===== config.mk =====
export PLATFORM = sky130hd
export DESIGN_NAME = xy_linear_interpolator
export DESIGN_NICKNAME = d
export VERILOG_FILES = /design/src/xyli_pkg.sv /design/src/xyli_cfg.sv /design/src/xyli_sqrt.sv /design/src/xyli_div.sv /design/src/xy_linear_interpolator.sv
export VERILOG_INCLUDE_DIRS = /design/src /design/src/src
export SDC_FILE = /design/constraint.sdc
export NUM_CORES = 2
export LEC_CHECK = 0
export BUFFER_PORTS_ARGS = -buffer_cell sky130_fd_sc_hd__buf_2
export CAP_MARGIN = 30
export CORE_ASPECT_RATIO = 0.8
export CORE_MARGIN = 10
export CORE_UTILIZATION = 60
export CTS_BUF_LIST = sky130_fd_sc_hd__clkbuf_4 sky130_fd_sc_hd__clkbuf_8
export CTS_CLUSTER_SIZE = 16
export DETAILED_ROUTE_END_ITERATION = 10
export HOLD_SLACK_MARGIN = 0.12
export PLACE_DENSITY = 0.82
export SYNTH_ARGS = -nofsm -noshare
export SYNTH_HDL_FRONTEND = slang
export SYNTH_SLANG_ARGS = --single-unit

===== constraint.sdc =====
create_clock -name clk -period 11.7 [get_ports clk]
set_input_delay 0 -clock clk [delete_from_list [all_inputs] [get_ports clk]]
set_output_delay 0 -clock clk [all_outputs]
set_load 0.02 [all_outputs]

===== src/xy_linear_interpolator_assert.svh =====
// Assertion macros shared by the interpolator RTL.
`ifndef XY_LINEAR_INTERPOLATOR_ASSERT_SVH
`define XY_LINEAR_INTERPOLATOR_ASSERT_SVH

// Check that a condition implies a consequence in the same cycle.
`define XYLI_ASSERT_NOW(label, ante, cons) \
  label: assert property (@(posedge clk) disable iff (rst) (ante) |-> (cons)) \
    else $error("interpolator check failed in the same cycle");

// Check that a condition implies a consequence in the following cycle.
`define XYLI_ASSERT_NEXT(label, ante, cons) \
  label: assert property (@(posedge clk) disable iff (rst) (ante) |=> (cons)) \
    else $error("interpolator check failed one cycle later");

`endif


===== src/xyli_pkg.sv =====
// Shared types, widths and codes of the two-axis linear interpolator.
`timescale 1ns / 1ps

package xyli_pkg;

  // Position and field widths
  localparam int POS_BITS   = 16;
  localparam int COORD_BITS = 16;
  localparam int FEED_BITS  = 12;
  localparam int KIND_BITS  = 2;
  localparam int IDX_BITS   = 3;
  localparam int WDATA_BITS = 16;

  localparam int S_TDATA_BITS = COORD_BITS;
  localparam int M_TDATA_BITS = 2 * COORD_BITS;
  localparam int M_TUSER_BITS = 2;

  // Feed handling: dD = feed / 6 as a reciprocal multiply
  localparam logic [FEED_BITS-1:0] FEED_MIN   = FEED_BITS'(6);
  localparam logic [FEED_BITS-1:0] FEED_RECIP = FEED_BITS'(2731);
  localparam int FEED_SHIFT = 14;
  localparam int DD_BITS    = 10;

  // Serial arithmetic widths
  localparam int SQ_BITS    = 2 * POS_BITS + 2;
  localparam int ROOT_BITS  = POS_BITS + 1;
  localparam int REM_BITS   = ROOT_BITS + 3;
  localparam int DIV_BITS   = POS_BITS + 2;
  localparam int ROOT_CNT_BITS = $clog2(ROOT_BITS + 1);
  localparam int DIV_CNT_BITS  = $clog2(DIV_BITS + 1);

  // Register indexes of the configuration port
  localparam logic [IDX_BITS-1:0] REG_X_LO      = 3'd0;
  localparam logic [IDX_BITS-1:0] REG_X_HI      = 3'd1;
  localparam logic [IDX_BITS-1:0] REG_Y_LO      = 3'd2;
  localparam logic [IDX_BITS-1:0] REG_Y_HI      = 3'd3;
  localparam logic [IDX_BITS-1:0] REG_CUT_RATE  = 3'd4;
  localparam logic [IDX_BITS-1:0] REG_TRAV_RATE = 3'd5;
  localparam logic [IDX_BITS-1:0] REG_USE_TRAV  = 3'd6;

  // Request kinds
  localparam logic [KIND_BITS-1:0] KIND_TICK  = 2'd0;
  localparam logic [KIND_BITS-1:0] KIND_SET_X = 2'd1;
  localparam logic [KIND_BITS-1:0] KIND_SET_Y = 2'd2;

  typedef logic signed [COORD_BITS-1:0] coord_t;
  typedef logic signed [POS_BITS-1:0]   pos_t;

  typedef struct packed {
    coord_t               x_lo;
    coord_t               x_hi;
    coord_t               y_lo;
    coord_t               y_hi;
    logic [FEED_BITS-1:0] cut_rate;
    logic [FEED_BITS-1:0] trav_rate;
    logic                 use_trav;
  } cfg_t;

  typedef enum logic [3:0] {
    ST_IDLE,
    ST_SQUARE,
    ST_SUM,
    ST_ROOT_GO,
    ST_ROOT,
    ST_STEPS_GO,
    ST_STEPS,
    ST_AXIS_GO,
    ST_AXIS,
    ST_DONE
  } state_t;

endpackage


===== src/xyli_cfg.sv =====
// Configuration registers of the interpolator with feed saturation.
`timescale 1ns / 1ps

module xyli_cfg (
  input  logic                            clk,
  input  logic                            rst,
  input  logic                            wr_en,
  input  logic [xyli_pkg::IDX_BITS-1:0]   wr_index,
  input  logic [xyli_pkg::WDATA_BITS-1:0] wr_data,
  output xyli_pkg::cfg_t                  cfg
);
  import xyli_pkg::*;

  logic [FEED_BITS-1:0] feed_in;
  logic [FEED_BITS-1:0] feed_sat;

  // Raise feeds below the minimum so dD never becomes zero
  assign feed_in  = wr_data[FEED_BITS-1:0];
  assign feed_sat = (feed_in < FEED_MIN) ? FEED_MIN : feed_in;

  // Store a write at its index, ignore unknown indexes
  always_ff @(posedge clk) begin
    if (rst) begin
      cfg.x_lo      <= COORD_BITS'(0);
      cfg.x_hi      <= COORD_BITS'(4000);
      cfg.y_lo      <= COORD_BITS'(0);
      cfg.y_hi      <= COORD_BITS'(4000);
      cfg.cut_rate  <= FEED_BITS'(180);
      cfg.trav_rate <= FEED_BITS'(600);
      cfg.use_trav  <= 1'b0;
    end else if (wr_en) begin
      case (wr_index)
        REG_X_LO:      cfg.x_lo      <= wr_data[COORD_BITS-1:0];
        REG_X_HI:      cfg.x_hi      <= wr_data[COORD_BITS-1:0];
        REG_Y_LO:      cfg.y_lo      <= wr_data[COORD_BITS-1:0];
        REG_Y_HI:      cfg.y_hi      <= wr_data[COORD_BITS-1:0];
        REG_CUT_RATE:  cfg.cut_rate  <= feed_sat;
        REG_TRAV_RATE: cfg.trav_rate <= feed_sat;
        REG_USE_TRAV:  cfg.use_trav  <= wr_data[0];
        default: ;
      endcase
    end
  end

endmodule


===== src/xyli_sqrt.sv =====
// Digit-serial integer square root, one root bit per cycle.
`timescale 1ns / 1ps

module xyli_sqrt (
  input  logic                           clk,
  input  logic                           rst,
  input  logic                           start,
  input  logic [xyli_pkg::SQ_BITS-1:0]   radicand,
  output logic                           done,
  output logic [xyli_pkg::ROOT_BITS-1:0] root
);
  import xyli_pkg::*;

  logic [SQ_BITS-1:0]       val;
  logic [REM_BITS-1:0]      rem;
  logic [ROOT_CNT_BITS-1:0] cnt;
  logic [REM_BITS-1:0]      rem_sh;
  logic [REM_BITS-1:0]      trial;
  logic                     fits;

  // Bring down the next two radicand bits and try root*4+1
  assign rem_sh = {rem[REM_BITS-3:0], val[SQ_BITS-1 -: 2]};
  assign trial  = REM_BITS'({root, 2'b01});
  assign fits   = (rem_sh >= trial);

  // Control: count the iterations, flag the last one
  always_ff @(posedge clk) begin
    if (rst) begin
      cnt  <= '0;
      done <= 1'b0;
    end else if (start) begin
      cnt  <= ROOT_CNT_BITS'(ROOT_BITS);
      done <= 1'b0;
    end else begin
      done <= (cnt == ROOT_CNT_BITS'(1));
      if (cnt != '0) begin
        cnt <= cnt - ROOT_CNT_BITS'(1);
      end
    end
  end

  // Datapath: shift the radicand, update remainder and root
  always_ff @(posedge clk) begin
    if (start) begin
      val  <= radicand;
      rem  <= '0;
      root <= '0;
    end else if (cnt != '0) begin
      val  <= {val[SQ_BITS-3:0], 2'b00};
      rem  <= fits ? (rem_sh - trial) : rem_sh;
      root <= {root[ROOT_BITS-2:0], fits};
    end
  end

endmodule


===== src/xyli_div.sv =====
// Digit-serial restoring divider, one quotient bit per cycle.
`timescale 1ns / 1ps

module xyli_div (
  input  logic                          clk,
  input  logic                          rst,
  input  logic                          start,
  input  logic [xyli_pkg::DIV_BITS-1:0] dividend,
  input  logic [xyli_pkg::DIV_BITS-1:0] divisor,
  output logic                          done,
  output logic [xyli_pkg::DIV_BITS-1:0] quotient
);
  import xyli_pkg::*;

  logic [DIV_BITS-1:0]     dvs;
  logic [DIV_BITS:0]       rem;
  logic [DIV_CNT_BITS-1:0] cnt;
  logic [DIV_BITS:0]       rem_sh;
  logic                    fits;

  // Shift the next dividend bit into the partial remainder
  assign rem_sh = {rem[DIV_BITS-1:0], quotient[DIV_BITS-1]};
  assign fits   = (rem_sh >= {1'b0, dvs});

  // Control: count the iterations, flag the last one
  always_ff @(posedge clk) begin
    if (rst) begin
      cnt  <= '0;
      done <= 1'b0;
    end else if (start) begin
      cnt  <= DIV_CNT_BITS'(DIV_BITS);
      done <= 1'b0;
    end else begin
      done <= (cnt == DIV_CNT_BITS'(1));
      if (cnt != '0) begin
        cnt <= cnt - DIV_CNT_BITS'(1);
      end
    end
  end

  // Datapath: the quotient register doubles as the dividend shifter
  always_ff @(posedge clk) begin
    if (start) begin
      quotient <= dividend;
      dvs      <= divisor;
      rem      <= '0;
    end else if (cnt != '0) begin
      rem      <= fits ? (rem_sh - {1'b0, dvs}) : rem_sh;
      quotient <= {quotient[DIV_BITS-2:0], fits};
    end
  end

endmodule


===== src/xy_linear_interpolator.sv =====
// Top level of the two-axis linear interpolator.
//
// Usage: requests enter on the s_ stream, one at a time. s_tuser carries the kind
// (tick, set X goal, set Y goal), s_tdata the target coordinate. A set request
// clamps the coordinate to the axis limits and stores it as that axis's goal. A
// tick moves the position one step toward the goal. Every request yields exactly
// one result on the m_ stream: the position and the moving and arrived flags.
// Configuration writes use wr_en, wr_index and wr_data while no request is open;
// the user must keep to this, as the block does not enforce it. A set request, an
// unused kind or a tick with no distance left goes from idle to the done state,
// which loads the output register. A tick that moves runs the square, sum and root
// start states, the square-root iterations and the step-count division; one that
// snaps then goes to done, else both axis divisions run in parallel to set the step.
// A new request is taken the cycle after the previous one reaches the output
// register. A receiver stall holds the result in the output register; the next
// request is still accepted and computed, and waits in the done state until the
// register frees. Reset restores the default limits and feeds, sets position and
// goals to zero, clears the motion flag and empties the output register.
`timescale 1ns / 1ps

module xy_linear_interpolator (
  input  logic                              clk,
  input  logic                              rst,
  // Request stream
  input  logic                              s_tvalid,
  output logic                              s_tready,
  input  logic [xyli_pkg::S_TDATA_BITS-1:0] s_tdata,  // [15:0] target_value
  input  logic [xyli_pkg::KIND_BITS-1:0]    s_tuser,  // [1:0] kind
  // Result stream
  output logic                              m_tvalid,
  input  logic                              m_tready,
  output logic [xyli_pkg::M_TDATA_BITS-1:0] m_tdata,  // [15:0] pos_x, [31:16] pos_y
  output logic [xyli_pkg::M_TUSER_BITS-1:0] m_tuser,  // [0] moving, [1] arrived
  // Configuration write port
  input  logic                              wr_en,
  input  logic [xyli_pkg::IDX_BITS-1:0]     wr_index,
  input  logic [xyli_pkg::WDATA_BITS-1:0]   wr_data
);
  import xyli_pkg::*;

  `include "xy_linear_interpolator_assert.svh"

  cfg_t   cfg;
  state_t state;
  state_t state_next;

  // Block state
  pos_t cur_x;
  pos_t cur_y;
  pos_t goal_x;
  pos_t goal_y;
  logic in_motion;
  logic arrived;

  // Datapath registers of a moving tick
  logic [POS_BITS-1:0]   ax;
  logic [POS_BITS-1:0]   ay;
  logic                  up_x;
  logic                  up_y;
  logic [2*POS_BITS-1:0] sq_x;
  logic [2*POS_BITS-1:0] sq_y;
  logic [SQ_BITS-1:0]    rad;
  logic [DD_BITS-1:0]    dd;
  logic [DIV_BITS-1:0]   n_steps;

  // Control and arithmetic unit signals
  logic                          accept;
  logic                          has_diff;
  logic                          out_load;
  logic                          sqrt_start;
  logic                          sqrt_done;
  logic [ROOT_BITS-1:0]          root;
  logic                          div_a_start;
  logic                          div_b_start;
  logic                          div_a_done;
  logic                          div_b_done;
  logic [DIV_BITS-1:0]           div_a_dvd;
  logic [DIV_BITS-1:0]           div_a_dvs;
  logic [DIV_BITS-1:0]           qa;
  logic [DIV_BITS-1:0]           qb;
  logic [DIV_BITS-1:0]           num;
  logic [DIV_BITS-1:0]           den;
  logic                          snap;
  logic [POS_BITS:0]             dx;
  logic [POS_BITS:0]             dy;
  logic [POS_BITS:0]             neg_dx;
  logic [POS_BITS:0]             neg_dy;
  coord_t                        tv;
  coord_t                        clamp_x;
  coord_t                        clamp_y;
  logic [FEED_BITS-1:0]          feed;
  logic [2*FEED_BITS-1:0]        feed_prod;

  xyli_cfg u_cfg (
    .clk      (clk),
    .rst      (rst),
    .wr_en    (wr_en),
    .wr_index (wr_index),
    .wr_data  (wr_data),
    .cfg      (cfg)
  );

  xyli_sqrt u_sqrt (
    .clk      (clk),
    .rst      (rst),
    .start    (sqrt_start),
    .radicand (rad),
    .done     (sqrt_done),
    .root     (root)
  );

  // Divider A: step count first, then the X step
  xyli_div u_div_a (
    .clk      (clk),
    .rst      (rst),
    .start    (div_a_start),
    .dividend (div_a_dvd),
    .divisor  (div_a_dvs),
    .done     (div_a_done),
    .quotient (qa)
  );

  // Divider B: the Y step
  xyli_div u_div_b (
    .clk      (clk),
    .rst      (rst),
    .start    (div_b_start),
    .dividend (DIV_BITS'(ay)),
    .divisor  (n_steps),
    .done     (div_b_done),
    .quotient (qb)
  );

  // Clamp the target to the high limit first, then to the low limit
  assign tv = s_tdata[COORD_BITS-1:0];

  always_comb begin
    clamp_x = tv;
    if (tv > cfg.x_hi) clamp_x = cfg.x_hi;
    if (tv < cfg.x_lo) clamp_x = cfg.x_lo;
    clamp_y = tv;
    if (tv > cfg.y_hi) clamp_y = cfg.y_hi;
    if (tv < cfg.y_lo) clamp_y = cfg.y_lo;
  end

  // Signed distance to the goal and its magnitude per axis
  assign dx     = {goal_x[POS_BITS-1], goal_x} - {cur_x[POS_BITS-1], cur_x};
  assign dy     = {goal_y[POS_BITS-1], goal_y} - {cur_y[POS_BITS-1], cur_y};
  assign neg_dx = -dx;
  assign neg_dy = -dy;
  assign has_diff = (cur_x != goal_x) || (cur_y != goal_y);

  // Travel per tick: feed / 6 through a reciprocal multiply
  assign feed      = cfg.use_trav ? cfg.trav_rate : cfg.cut_rate;
  assign feed_prod = feed * FEED_RECIP;

  // Step count n = (2D + dD) / (2dD), rounding to nearest
  assign num  = DIV_BITS'({root, 1'b0}) + DIV_BITS'(dd);
  assign den  = DIV_BITS'({dd, 1'b0});
  assign snap = (qa <= DIV_BITS'(1));

  assign div_a_dvd = (state == ST_STEPS_GO) ? num : DIV_BITS'(ax);
  assign div_a_dvs = (state == ST_STEPS_GO) ? den : n_steps;

  assign accept = s_tvalid && s_tready;

  // Next state
  always_comb begin
    state_next = state;
    unique case (state)
      ST_IDLE: begin
        if (s_tvalid) begin
          if (s_tuser == KIND_TICK && has_diff) state_next = ST_SQUARE;
          else                                  state_next = ST_DONE;
        end
      end
      ST_SQUARE:   state_next = ST_SUM;
      ST_SUM:      state_next = ST_ROOT_GO;
      ST_ROOT_GO:  state_next = ST_ROOT;
      ST_ROOT:     if (sqrt_done) state_next = ST_STEPS_GO;
      ST_STEPS_GO: state_next = ST_STEPS;
      ST_STEPS: begin
        if (div_a_done) state_next = snap ? ST_DONE : ST_AXIS_GO;
      end
      ST_AXIS_GO:  state_next = ST_AXIS;
      ST_AXIS:     if (div_a_done) state_next = ST_DONE;
      ST_DONE:     if (!m_tvalid || m_tready) state_next = ST_IDLE;
      default:     state_next = ST_IDLE;
    endcase
  end

  // Control outputs of the sequencer
  always_comb begin
    s_tready    = (state == ST_IDLE);
    sqrt_start  = (state == ST_ROOT_GO);
    div_a_start = (state == ST_STEPS_GO) || (state == ST_AXIS_GO);
    div_b_start = (state == ST_AXIS_GO);
    out_load    = (state == ST_DONE) && (!m_tvalid || m_tready);
  end

  always_ff @(posedge clk) begin
    if (rst) state <= ST_IDLE;
    else     state <= state_next;
  end

  // Update goals, position and motion flags
  always_ff @(posedge clk) begin
    if (rst) begin
      cur_x     <= '0;
      cur_y     <= '0;
      goal_x    <= '0;
      goal_y    <= '0;
      in_motion <= 1'b0;
      arrived   <= 1'b0;
    end else if (accept) begin
      arrived <= 1'b0;
      unique case (s_tuser)
        KIND_SET_X: goal_x <= POS_BITS'(clamp_x);
        KIND_SET_Y: goal_y <= POS_BITS'(clamp_y);
        KIND_TICK:  if (!has_diff) in_motion <= 1'b0;
        default: ;
      endcase
    end else if (state == ST_STEPS && div_a_done && snap) begin
      cur_x     <= goal_x;
      cur_y     <= goal_y;
      in_motion <= 1'b0;
      arrived   <= 1'b1;
    end else if (state == ST_AXIS && div_a_done) begin
      cur_x     <= up_x ? cur_x + POS_BITS'(qa) : cur_x - POS_BITS'(qa);
      cur_y     <= up_y ? cur_y + POS_BITS'(qb) : cur_y - POS_BITS'(qb);
      in_motion <= 1'b1;
    end
  end

  // Capture magnitudes, squares, radicand, dD and step count
  always_ff @(posedge clk) begin
    if (accept) begin
      ax   <= dx[POS_BITS] ? neg_dx[POS_BITS-1:0] : dx[POS_BITS-1:0];
      ay   <= dy[POS_BITS] ? neg_dy[POS_BITS-1:0] : dy[POS_BITS-1:0];
      up_x <= ~dx[POS_BITS];
      up_y <= ~dy[POS_BITS];
    end
    if (state == ST_SQUARE) begin
      sq_x <= ax * ax;
      sq_y <= ay * ay;
    end
    if (state == ST_SUM) begin
      rad <= SQ_BITS'(sq_x) + SQ_BITS'(sq_y);
      dd  <= feed_prod[FEED_SHIFT +: DD_BITS];
    end
    if (state == ST_STEPS && div_a_done) begin
      n_steps <= qa;
    end
  end

  // Output register
  always_ff @(posedge clk) begin
    if (rst) begin
      m_tvalid <= 1'b0;
    end else if (out_load) begin
      m_tvalid <= 1'b1;
    end else if (m_tready) begin
      m_tvalid <= 1'b0;
    end
  end

  always_ff @(posedge clk) begin
    if (out_load) begin
      m_tdata <= {COORD_BITS'(cur_y), COORD_BITS'(cur_x)};
      m_tuser <= {arrived, in_motion};
    end
  end

  // Checks on sequencing and result flags
  `XYLI_ASSERT_NEXT(a_busy_after_accept, s_tvalid && s_tready, !s_tready)
  `XYLI_ASSERT_NOW(a_arrived_not_moving, m_tvalid && m_tuser[1], !m_tuser[0])
  `XYLI_ASSERT_NOW(a_axis_dividers_align, state == ST_AXIS && div_a_done, div_b_done)
  `XYLI_ASSERT_NOW(a_root_only_when_waited, sqrt_done, state == ST_ROOT)

endmodule

==> flow_results.xml <==
<?xml version="1.0" encoding="UTF-8"?>
<metrics>
  <group name="run_status">
    <metric name="status" unit="">completed</metric>
  </group>
  <group name="die">
    <metric name="die_area" unit="mm2">0.0902</metric>
    <metric name="num_rows" unit="">91</metric>
    <metric name="die_x" unit="um">333</metric>
    <metric name="core_area" unit="mm2">0.0774</metric>
    <metric name="start_util" unit="">0.608</metric>
    <metric name="design.portCount" unit="">78</metric>
    <metric name="fp.dieH" unit="um">271</metric>
  </group>
  <group name="detailed_routing">
    <metric name="wirelength" unit="um">120000</metric>
    <metric name="remaining_drc_errors" unit="">0</metric>
    <metric name="routed-via-count" unit="">36935</metric>
    <metric name="ant_nets" unit="">0</metric>
    <metric name="routed_via_density" unit="">5.89</metric>
    <metric name="post_drt_wl_per_cell" unit="um">19.2</metric>
    <metric name="number_of_detailed_routing_iterations_run_before_antenna_repair" unit="">6</metric>
    <metric name="drt_iter0_markers" unit="">3718</metric>
  </group>
  <group name="worst_setup_path">
    <metric name="r2r-start" unit="">ay[4]$_DFFE_PP_</metric>
    <metric name="worstPathRequired" unit="ns">12.17</metric>
    <metric name="slack_of_the_worst_reg_to_reg_path" unit="ns">4.72</metric>
    <metric name="cp_num_buf_inv" unit="">3</metric>
    <metric name="worstPathMaxFanout" unit="">19</metric>
    <metric name="critical_path.most_common_cell" unit="">fa_1</metric>
    <metric name="critical_path.top_delay_family" unit="">adder cells</metric>
    <metric name="timing.rr.end" unit="">sq_y[29]$_DFFE_PP_</metric>
    <metric name="critical_path.startpoint_type" unit="">register</metric>
    <metric name="critical_path.max_stage_delay" unit="ns">0.89</metric>
    <metric name="timing.critical_path.slowest_stage_cell" unit="">edfxtp_1</metric>
    <metric name="worst-r2r-cell-count" unit="">20</metric>
    <metric name="crit_chain" unit="">nand2_1 &gt; inv_1 &gt; fa_1 &gt; fa_1 &gt; fa_1 &gt; fa_1 &gt; fa_1 &gt; inv_1 &gt; fa_1 &gt; inv_1 &gt; ha_1 &gt; a2111oi_0 &gt; o21ai_0 &gt; o21a_1 &gt; a22o_1 &gt; a31oi_1 &gt; a21oi_1 &gt; a41oi_1 &gt; nor2b_1 &gt; xnor2_1</metric>
    <metric name="critPathArrivalTime" unit="ns">7.45</metric>
    <metric name="path_depth" unit="">20</metric>
    <metric name="timing.critical_path.to_type" unit="">register</metric>
    <metric name="timing.setup.critical_path_class" unit="">reg2reg</metric>
  </group>
  <group name="sta">
    <metric name="worst_pin_slew" unit="ns">1.03</metric>
    <metric name="tns" unit="ns">0</metric>
    <metric name="max-slew-margin-rel" unit="">0.314</metric>
    <metric name="finalWorstPathRequiredPeriod" unit="ns">6.98</metric>
    <metric name="final-max-slew-violation-count" unit="">0</metric>
    <metric name="achievable-frequency" unit="GHz">0.143</metric>
    <metric name="rsz0062_at_grt" unit="">no</metric>
    <metric name="final_clock_period_utilization_by_the_worst_path" unit="">0.596</metric>
    <metric name="finalHoldViolations" unit="">0</metric>
    <metric name="final-setup-viol-count" unit="">0</metric>
    <metric name="finClkSkew" unit="ns">0.0471</metric>
  </group>
  <group name="synthesis">
    <metric name="synthesis.nets" unit="">5987</metric>
    <metric name="netlist.top_cell.by_area" unit="">edfxtp_1</metric>
    <metric name="mappedNetlistArea" unit="mm2">0.0471</metric>
    <metric name="netlist-cell-type-count" unit="">85</metric>
    <metric name="post_synth_inst_count" unit="">5063</metric>
    <metric name="synthFlopType" unit="">edfxtp_1</metric>
    <metric name="synth.ff_latch_count" unit="">545</metric>
    <metric name="post_synthesis_area_per_instance" unit="um2">9.30</metric>
    <metric name="yosysSeqAreaShare" unit="">0.294</metric>
    <metric name="yosys-top-cells-area" unit="">edfxtp_1, fa_1, ha_1</metric>
    <metric name="area_share_of_the_leading_cell_type_in_the_synthesized_netlist" unit="">0.188</metric>
    <metric name="ys_async_sr_fraction" unit="">0</metric>
    <metric name="ys.warnings.count" unit="">0</metric>
    <metric name="count_of_flip_flops_with_a_built_in_enable_after_synthesis" unit="">295</metric>
  </group>
  <group name="clock_network">
    <metric name="cts_resized" unit="">0</metric>
    <metric name="numCtsBuffers" unit="">87</metric>
    <metric name="worstSkewPairLatency" unit="ns">0.74</metric>
    <metric name="post_cts_buffers" unit="">0</metric>
    <metric name="cts_h_tree_depth" unit="">3</metric>
    <metric name="cts_tree" unit="">yes</metric>
    <metric name="ctsLongestPathBuffers" unit="">3</metric>
    <metric name="cts-root-buf" unit="">clkbuf_8</metric>
    <metric name="clk_transition_reported_paths" unit="ns">0.08</metric>
    <metric name="clock-sinks" unit="">545</metric>
  </group>
  <group name="global_routing">
    <metric name="grt_max_degree" unit="">93</metric>
    <metric name="first_pass_grt_wire_length" unit="um">195000</metric>
    <metric name="grt_remaining_overflow" unit="">0</metric>
    <metric name="antenna_found_initial" unit="">0</metric>
    <metric name="grt_pass1_vias" unit="">37261</metric>
    <metric name="gr-usage-all-layers" unit="">0.263</metric>
  </group>
  <group name="placed_design">
    <metric name="numPortBuffers" unit="">77</metric>
    <metric name="gp_routability_congestion" unit="">0.912</metric>
    <metric name="half_perimeter_wire_length_after_detailed_placement" unit="um">88100</metric>
  </group>
  <group name="hold_path">
    <metric name="hold_path_class" unit="">in2reg</metric>
    <metric name="hold_path.startpoint" unit="">m_tready</metric>
    <metric name="min_delay_worst_endpoint" unit="">m_tvalid$_SDFFE_PP0P_</metric>
    <metric name="hold-path-cell-count" unit="">5</metric>
  </group>
  <group name="finish">
    <metric name="number_of_antenna_diodes" unit="">0</metric>
    <metric name="syn_to_final_growth" unit="%">8.73</metric>
    <metric name="nNetsFinal" unit="">6100</metric>
    <metric name="drive_above_1_share" unit="">0.0640</metric>
  </group>
  <group name="flow_run">
    <metric name="maximum_capacitance_violations" unit="">0</metric>
  </group>
</metrics>
-- cell type report --
cell class                 count  area, um2
clock buffer                 128       1590
clock inverter                33        378
fill                        5844      26200
inverter                     812       3050
multi-input combinational   3543      29600
sequential                   545      13900
tap                         1023       1280
timing repair buffer         187       1450
-- Yosys cell counts (all sizes together) (17+ instances only) --
cell type and n:
a211oi 89, a21o 96, a21oi 334, a31oi 24, and2 112, and3 35
clkbuf 147, dfxtp 250, edfxtp 295, fa 372, ha 510, inv 812
mux2 23, mux2i 94, nand2 599, nand2b 31, nand3 45, nand3b 24
nand4 35, nor2 246, nor2b 45, nor3 95, o211ai 17, o21a 43
o21ai 161, o21bai 20, o221ai 35, or3 19, xnor2 165, xor2 95
-- worst max path at each step --
stage	slack, ns	endpoint	from
3_5_place_dp	4.79	sq_x[29]$_DFFE_PP_	ax[5]$_DFFE_PP_
5_1_grt	4.19	sq_y[29]$_DFFE_PP_	ay[4]$_DFFE_PP_
4_1_cts	4.75	sq_y[29]$_DFFE_PP_	ay[4]$_DFFE_PP_
3_3_place_gp	4.89	sq_x[29]$_DFFE_PP_	ax[5]$_DFFE_PP_
2_1_floorplan	5.37	sq_x[29]$_DFFE_PP_	ax[6]$_DFFE_PP_
6_report	4.72	sq_y[29]$_DFFE_PP_	ay[4]$_DFFE_PP_
-- layout by cell type (no fill, tap or decap), types with 101 or more instances in the layout --
cell	Yosys	final
a21oi_1	331	330
and2_1	112	111
clkbuf_8	0	101
dfxtp_1	250	250
edfxtp_1	295	295
fa_1	372	372
ha_1	510	510
inv_1	812	812
nand2_1	599	598
nor2_1	245	244
o21ai_0	156	156
xnor2_1	165	165
-- cell families after synthesis --
family | after synthesis | synth area share
AND/OR/NAND/NOR | 1341 | 0.131
buffers and inverters | 975 | 0.0786
AO/OA/AOI/OAI | 943 | 0.128
adder cells (fa/ha/maj) | 882 | 0.294
flip-flops | 545 | 0.294
XOR/XNOR | 260 | 0.0484
multiplexers | 117 | 0.0256
-- per-layer routing --
metal	global-route usage	vias to the layer above	wire length (um)
met5	0	-	0
met4	0.103	0	5440
met3	0.0474	373	9770
met2	0.424	1585	54600
met1	0.350	17749	50400
li1	-	17228	-
-- metrics by stage --
stage | std cells | utilization | hold WS, ns | setup WS [ns] | instance area, um2
finish | 6271 | 0.661 | 0.210 | 4.72 | 51200
global route | 6271 | 0.661 | 0.169 | 4.19 | 51200
CTS | 6271 | 0.661 | 0.120 | 4.75 | 51200
detailed placement | 6033 | 0.626 | 0.303 | 4.79 | 48500
global placement | 6026 | 0.625 | 0.298 | 4.89 | 48400
floorplan | 5063 | - | 0.118 | 5.37 | 47100
-- worst register-to-register path, cell delays in order (launching register included) --
cell and delay (ns):
edfxtp_1 0.89, nand2_1 0.23, inv_1 0.13, fa_1 0.45, fa_1 0.52, fa_1 0.51
fa_1 0.54, fa_1 0.55, inv_1 0.05, fa_1 0.52, inv_1 0.04, ha_1 0.39
a2111oi_0 0.39, o21ai_0 0.16, o21a_1 0.16, a22o_1 0.18, a31oi_1 0.29, a21oi_1 0.15
a41oi_1 0.30, nor2b_1 0.19, xnor2_1 0.07
-- state kept, by name (all words and copies together) (netlist names), 10 cells and up --
signal	flops
ax	16
ay	16
cur_x	16
cur_y	16
dd	10
goal_x	16
goal_y	16
m_tdata	32
n_steps	18
rad	33
sq_x	31
sq_y	31
u_cfg.cfg	89
u_div_a.dvs	18
u_div_a.quotient	18
u_div_a.rem	18
u_div_b.dvs	18
u_div_b.quotient	18
u_div_b.rem	18
u_sqrt.rem	18
u_sqrt.root	17
u_sqrt.val	34
-- what timing repair did --
action                                 in CTS  in global routing
endpoints found under the hold margin     199                  0
setup endpoints to repair                   0                  0
hold buffers                               77                  0
Power is left out: the tool's default activity adds up to more than one toggle a clock period on the data nets, which glitch-free logic cannot reach.
